## src/pqcrc_pkg.sv

```systemverilog
// ----------------------------------------------------------------------------
// pqcrc_pkg: shared definitions for the quad CRC password key block
// Lane count, CRC polynomials, the all-ones start value and the byte-wide
// update step of a reflected CRC-32 register.
// ----------------------------------------------------------------------------
package pqcrc_pkg;

	localparam int unsigned LANES    = 4;
	localparam int unsigned CRC_W    = 32;
	localparam int unsigned BYTE_W   = 8;

	typedef logic [CRC_W-1:0]  crc_t;
	typedef logic [BYTE_W-1:0] byte_t;
	typedef logic [LANES-1:0][CRC_W-1:0] crc_bank_t;

	localparam crc_t CRC_INIT = 32'hFFFF_FFFF;

	// Reflected polynomials: CRC-32, CRC-32C, CRC-32K, CRC-32Q.
	localparam crc_bank_t LANE_POLY = {
		32'hD582_8281,
		32'hEB31_D82E,
		32'h82F6_3B78,
		32'hEDB8_8320
	};

	// One byte through a reflected CRC register, LSB first, unrolled.
	function automatic crc_t crc_byte(input crc_t crc, input crc_t poly, input byte_t data);
		crc_t t;
		t = {{(CRC_W-BYTE_W){1'b0}}, crc[BYTE_W-1:0] ^ data};
		for (int b = 0; b < BYTE_W; b++) begin
			if (t[0]) begin
				t = (t >> 1) ^ poly;
			end else begin
				t = t >> 1;
			end
		end
		crc_byte = (crc >> BYTE_W) ^ t;
	endfunction

endpackage

```

## src/pqcrc_if.sv

```systemverilog
// ----------------------------------------------------------------------------
// pqcrc_pwd_if / pqcrc_key_if: channels of the quad CRC password key block
// Valid/ready channels; a transaction completes when valid and ready are
// both high at a rising clock edge.
// ----------------------------------------------------------------------------
interface pqcrc_pwd_if;
	logic       valid;
	logic       ready;
	logic [7:0] password_byte;
	logic       has_byte;
	logic       last;

	modport source (output valid, output password_byte, output has_byte,
		output last, input ready);
	modport sink (input valid, input password_byte, input has_byte,
		input last, output ready);
endinterface

interface pqcrc_key_if;
	logic        valid;
	logic        ready;
	logic [31:0] key_word0;
	logic [31:0] key_word1;
	logic [31:0] key_word2;
	logic [31:0] key_word3;

	modport source (output valid, output key_word0, output key_word1,
		output key_word2, output key_word3, input ready);
	modport sink (input valid, input key_word0, input key_word1,
		input key_word2, input key_word3, output ready);
endinterface

```

## src/password_quad_crc_key.sv

```systemverilog
// ----------------------------------------------------------------------------
// password_quad_crc_key: 128-bit key from a password byte stream
// Four reflected CRC-32 lanes (CRC-32, CRC-32C, CRC-32K, CRC-32Q) absorb each
// password byte. A transaction with last set emits the four inverted CRCs as
// key words and returns every lane to all ones.
// ----------------------------------------------------------------------------
//
//  Channel | Dir | Payload                                 | Transfers
//  --------+-----+-----------------------------------------+----------------
//  pwd     | in  | password_byte[7:0], has_byte, last      | one per byte
//  key     | out | key_word0..key_word3, 32 bits each      | one per last
//
//  A transaction is captured in the input register; when it moves on, the
//  unrolled byte step updates the four CRC lanes and, on last, loads the key
//  register. One transaction per cycle sustained while key is not stalled.
//  The eight-step XOR network of one lane sets the cycle time.
//  Reset sets every lane to all ones and empties both registers.
//  A stalled key register holds the input register; pwd takes a new
//  transaction whenever the input register is empty or moving on.
//
module password_quad_crc_key (
	input  logic          clk,
	input  logic          arst_n,
	pqcrc_pwd_if.sink     pwd,
	pqcrc_key_if.source   key
);
	import pqcrc_pkg::*;

	logic      valid_s1;
	byte_t     byte_s1;
	logic      has_byte_s1;
	logic      last_s1;
	logic      advance;
	crc_bank_t crc_q;
	crc_bank_t crc_next;
	crc_bank_t key_q;
	logic      key_valid_q;

	// The input register moves on when the key register can take a result.
	assign advance   = !key_valid_q || key.ready;
	assign pwd.ready = !valid_s1 || advance;

	// Input register.
	always_ff @(posedge clk or negedge arst_n) begin
		if (!arst_n) begin
			valid_s1 <= 1'b0;
		end else if (pwd.ready) begin
			valid_s1 <= pwd.valid;
		end
	end

	always_ff @(posedge clk) begin
		if (pwd.ready && pwd.valid) begin
			byte_s1     <= pwd.password_byte;
			has_byte_s1 <= pwd.has_byte;
			last_s1     <= pwd.last;
		end
	end

	// Byte step for every lane, skipped on a bare transaction.
	always_comb begin
		for (int i = 0; i < LANES; i++) begin
			crc_next[i] = has_byte_s1 ? crc_byte(crc_q[i], LANE_POLY[i], byte_s1)
				: crc_q[i];
		end
	end

	// CRC lanes: a finishing transaction returns them to all ones.
	always_ff @(posedge clk or negedge arst_n) begin
		if (!arst_n) begin
			crc_q <= {LANES{CRC_INIT}};
		end else if (valid_s1 && advance) begin
			crc_q <= last_s1 ? {LANES{CRC_INIT}} : crc_next;
		end
	end

	// Key register.
	always_ff @(posedge clk or negedge arst_n) begin
		if (!arst_n) begin
			key_valid_q <= 1'b0;
		end else if (advance) begin
			key_valid_q <= valid_s1 && last_s1;
		end
	end

	always_ff @(posedge clk) begin
		if (advance && valid_s1 && last_s1) begin
			for (int i = 0; i < LANES; i++) begin
				key_q[i] <= crc_next[i] ^ CRC_INIT;
			end
		end
	end

	assign key.valid     = key_valid_q;
	assign key.key_word0 = key_q[0];
	assign key.key_word1 = key_q[1];
	assign key.key_word2 = key_q[2];
	assign key.key_word3 = key_q[3];

	// A finishing transaction leaves every lane at all ones.
	a_restart: assert property (@(posedge clk) disable iff (!arst_n)
		(valid_s1 && advance && last_s1) |=> (crc_q == {LANES{CRC_INIT}}))
		else $error("CRC lanes not restarted after key emission");

	// A bare transaction without last leaves the lanes untouched.
	a_bare_hold: assert property (@(posedge clk) disable iff (!arst_n)
		(valid_s1 && advance && !has_byte_s1 && !last_s1) |=> $stable(crc_q))
		else $error("bare transaction changed the CRC lanes");

	// A new key appears only from a finishing transaction.
	a_key_source: assert property (@(posedge clk) disable iff (!arst_n)
		$rose(key_valid_q) |-> $past(valid_s1 && last_s1))
		else $error("key emitted without a finishing transaction");

	// An empty password yields an all-zero key.
	a_empty_key: assert property (@(posedge clk) disable iff (!arst_n)
		(valid_s1 && advance && last_s1 && !has_byte_s1
			&& crc_q == {LANES{CRC_INIT}}) |=> (key_q == '0))
		else $error("empty password gave a nonzero key");

endmodule
```

## src/flat_wrapper.sv

```systemverilog
// flat-port wrapper written by rule: the top's interface ports become plain ports
module password_quad_crc_key_flat import pqcrc_pkg::*;
  (clk, arst_n, pwd_valid, pwd_password_byte, pwd_has_byte, pwd_last, pwd_ready, key_valid, key_key_word0, key_key_word1, key_key_word2, key_key_word3, key_ready);
  pqcrc_pwd_if pwd_i ();
  pqcrc_key_if key_i ();
  input  logic clk;
  input  logic arst_n;
  input wire logic [$bits(pwd_i.valid)-1:0] pwd_valid;
  input wire logic [$bits(pwd_i.password_byte)-1:0] pwd_password_byte;
  input wire logic [$bits(pwd_i.has_byte)-1:0] pwd_has_byte;
  input wire logic [$bits(pwd_i.last)-1:0] pwd_last;
  output wire logic [$bits(pwd_i.ready)-1:0] pwd_ready;
  output wire logic [$bits(key_i.valid)-1:0] key_valid;
  output wire logic [$bits(key_i.key_word0)-1:0] key_key_word0;
  output wire logic [$bits(key_i.key_word1)-1:0] key_key_word1;
  output wire logic [$bits(key_i.key_word2)-1:0] key_key_word2;
  output wire logic [$bits(key_i.key_word3)-1:0] key_key_word3;
  input wire logic [$bits(key_i.ready)-1:0] key_ready;
  assign pwd_i.valid = pwd_valid;
  assign pwd_i.password_byte = pwd_password_byte;
  assign pwd_i.has_byte = pwd_has_byte;
  assign pwd_i.last = pwd_last;
  assign pwd_ready = pwd_i.ready;
  assign key_valid = key_i.valid;
  assign key_key_word0 = key_i.key_word0;
  assign key_key_word1 = key_i.key_word1;
  assign key_key_word2 = key_i.key_word2;
  assign key_key_word3 = key_i.key_word3;
  assign key_i.ready = key_ready;
  password_quad_crc_key u_core (.clk(clk), .arst_n(arst_n), .pwd(pwd_i), .key(key_i));
endmodule
```

## config.mk

```make
export PLATFORM = sky130hd
export DESIGN_NAME = password_quad_crc_key_flat
export DESIGN_NICKNAME = d
export VERILOG_FILES = /design/src/pqcrc_pkg.sv /design/src/pqcrc_if.sv /design/src/password_quad_crc_key.sv /design/src/flat_wrapper.sv
export SDC_FILE = /design/constraint.sdc
export NUM_CORES = 1
export LEC_CHECK = 0
export ABC_AREA = 1
export BUFFER_PORTS_ARGS = -buffer_cell sky130_fd_sc_hd__buf_2
export CORE_UTILIZATION = 45
export CTS_BUF_LIST = sky130_fd_sc_hd__clkbuf_4
export CTS_CLUSTER_DIAMETER = 100
export DETAILED_ROUTE_END_ITERATION = 7
export PLACE_DENSITY_LB_ADDON = 0.12
export SYNTH_ARGS = -nofsm -noshare
export SYNTH_HDL_FRONTEND = slang
export SYNTH_SLANG_ARGS = --single-unit
```

## constraint.sdc

```tcl
create_clock -name clk -period 4.3 [get_ports clk]
set_input_delay 0.215 -clock clk [delete_from_list [all_inputs] [get_ports clk]]
set_output_delay 0.215 -clock clk [all_outputs]
set_load 0.005 [all_outputs]
```

==> out/results.txt <==
Status = complete, no violations
Share of cells above drive strength 1 = 26.4%
Skew final = 0.0657 ns
Syn Inst Count = 1593
Maximum vdd ir drop = 342 uV
Register area share after synthesis = 52.3%
GPL Wtd Cong = 0.866
Setup Crit Path Kind = reg -> reg
Std-Cell Rows = 65
CP startpoint kind = register
FF+latch count, synth = 268
Crit path from = u_core.byte_s1[0]
Final setup viols = 0
Core ar. = 31600 sq um
DR iter-0 viols = 715
Num CTS Buffers = 74
Mean Syn Cell Area = 9.07 sq um
Die Wd = 181 microns
GRT busiest layer = met2
Crit-path most repeated cell = nand2_1
Hold_ws = 0.117 ns
DRT Pass-1 Iters = 8
Root Buffer Master = clkbuf_4
Largest buffer count on any clock path = 3
Die footprint = 32800 sq um
Initial cell density of the core = 45.8%
GR met2 Demand/Resource = 36.8%
TritonCTS Sinks = 268
Critical-path maximum fanout = 8
Wirelength, routed = 38.1 mm
Flop-to-flop setup slack = 1.25 ns
Port Buffers = 143
CP endpoint = u_core.key.key_word2[25]
Final Cycle Share = 70.9%
Worst Path Required = 4.69 ns
Library cells used by synthesis = 37
Largest net degree at the start of global routing = 95
Antenna Nets Post-Route = 0
Mapped Area = 14500 sq um
Slowest CP cell = edfxtp_1
WL per Instance = 17.0 microns
DP Worst Slack = 1.22 ns
Cell chain of the critical path = nand2_1 -> nand2_2 -> nand2_1 -> nand2_2 -> nand2_1 -> nand2_1 -> nand2_1 -> nand2_2 -> nand2_1 -> nand2_2 -> nor2_1 -> o21ai_1 -> o21ai_0
Post-CTS Setup Repair Bufs = 0
Grt ovf = 0
Final setup margin = 1.25 ns
Vias in the first global route = 11.1k
Leakage = 0.00799 uW
Least-Margin Pin Slew = 1.12 ns
Die Ht = 181 microns
Crit path arrival time = 3.44 ns
Via Count = 11.3k
Top Ports = 144
FF-to-FF End = u_core.key.key_word2[25]
First-pass GRT wire length = 59.8 mm
Worst-path clk slew = 0.07 ns
H-tree lvl count = 3
Placed inst area = 15600 sq um
Slew Viols, Final = 0
M3 GR Usage = 5.30%
Largest cells by area after synthesis = edfxtp_1, dfstp_2, nand2_1, xor2_1, inv_1
Worst stage delay on the critical path = 0.83 ns
Post-Syn Nets = 1607
Max Clk Rate = 328 MHz
Post-synth top area cell = edfxtp_1
Final Instance Area = 16700 sq um
Syn. warnings = 0
Initial antenna violation count = 1
Via/cell ratio = 5.06
RSZ-0062 raised after global routing = no
Tmin final = 3.05 ns
Min-delay worst type = in -> async
Final Hold Vio Count = 0
DRC = 0
Global Route Usage Sum = 23.6%
Rel. slew slack = 25.5%
Power Dens Cells = 901 nW/um^2
Final nets = 1792
Synth-to-Final Area Change = 15.8%
CTS tree = done
Critical R2R Launch = u_core.byte_s1[0]
Max-cap violation count = 0
Total negative slack = 0 ns
Worst setup EP type = register
R2R depth = 13
Final HPWL DP = 25.1 mm
Global-route met1 utilization = 32.2%
Synth top area share = 28.7%
Clk_lat worst skew = 0.72 ns
## repair_timing
| action | 4_1_cts | 5_1_grt |
|---|---|---|
| hold buffers | 14 | 0 |
| gates resized for setup | 0 | 0 |
| hold endpoints to repair | 60 | 0 |
| endpoints found under the setup margin | 0 | 0 |
## cell usage in the layout, fill, tap and decap left out, types with 50 or more instances in the layout
cell / instances
inv_1: 178
clkbuf_4: 113
xor2_1: 124
a21oi_1: 50
nand2_1: 432
nand3_1: 90
edfxtp_1: 138
o21ai_0: 119
nor2_1: 70
dfstp_2: 128
buf_2: 142
a22oi_1: 57
## routing by layer
layer  vias to the layer above  part of all wire, %
met1                      5386                   47
li1                       5595                    -
met2                       309                   46
met4                         0                  1.8
met3                        47                  5.5
met5                         -                    0
## registers in the layout, summed over array words and instances (netlist names)
name / flops
u_core.byte_s1: 8
u_core.has_byte_s1: 1
u_core.crc_q: 128
u_core.last_s1: 1
u_core.valid_s1: 1
u_core.key.key_word3: 32
u_core.key.key_word0: 32
u_core.key.valid: 1
u_core.key.key_word2: 32
u_core.key.key_word1: 32
## cell usage after synthesis (all sizes together)
library cell  instances
or2                   2
nor2                 71
o22ai                 3
edfxtp              138
inv                 190
dfrtp                 2
xnor3                 2
dfstp               128
mux2i                 1
clkinv                1
xnor2                44
a22oi                59
o221ai                4
nand4                 2
xor2                131
o211ai                5
clkbuf               46
nand3                90
nand3b                1
buf                  16
o21ai               140
a21oi                50
nand2               467
## final cells by class
type / instances / area (sq um)
Clock inverter: 24 / 181
Multi-Input combinational cell: 1072 / 5930
Timing Repair Buffer: 171 / 1000
Sequential cell: 268 / 7560
Antenna cell: 1 / 2.50
Fill cell: 2937 / 14800
Tap cell: 402 / 503
Inverter: 191 / 719
Clock buffer: 113 / 848
## report_power, final
part           total [uW]  switching [uW]  leakage [uW]  internal, uW
clock network        2500            1120      0.000616          1390
registers            4730             500       0.00268          4230
logic                7840            5100       0.00469          2740
total               15100            6720       0.00799          8350
## critical path: cells and delay by family (launching register included)
family,cells,cell delay (ns)
flops,1,0.83
simple gates,11,1.52
compound gates,2,0.39
## how the worst min path moves through the flow
| stage | start | end |
|---|---|---|
| 2_1_floorplan | arst_n | u_core.key.valid |
| 3_3_place_gp | arst_n | u_core.key.valid |
| 3_5_place_dp | arst_n | u_core.key.valid |
| 4_1_cts | arst_n | u_core.key.valid |
| 5_1_grt | arst_n | u_core.key.valid |
| 6_report | arst_n | u_core.key.valid |
## stage by stage
stage          std cells  utilization, %  total power, uW
2_1_floorplan       1593               -            10400
3_3_place_gp        2090            49.3            12500
3_5_place_dp        2090            49.3            12600
4_1_cts             2241            53.0            15200
5_1_grt             2242            53.0            16400
6_report            2242            53.0            15100
## cell families (layout without fill, tap and decap cells)
logic type	count (synthesis)	in the layout	synth area share, %
AO/OA/AOI/OAI	261	261	10.4
XOR/XNOR	177	177	12.4
flip-flops	268	268	52.3
multiplexers	1	1	0.0692
AND/OR/NAND/NOR	633	633	18.0
other	0	1	0
buffers and inverters	253	499	6.79
(Power assumes the default switching activity.)
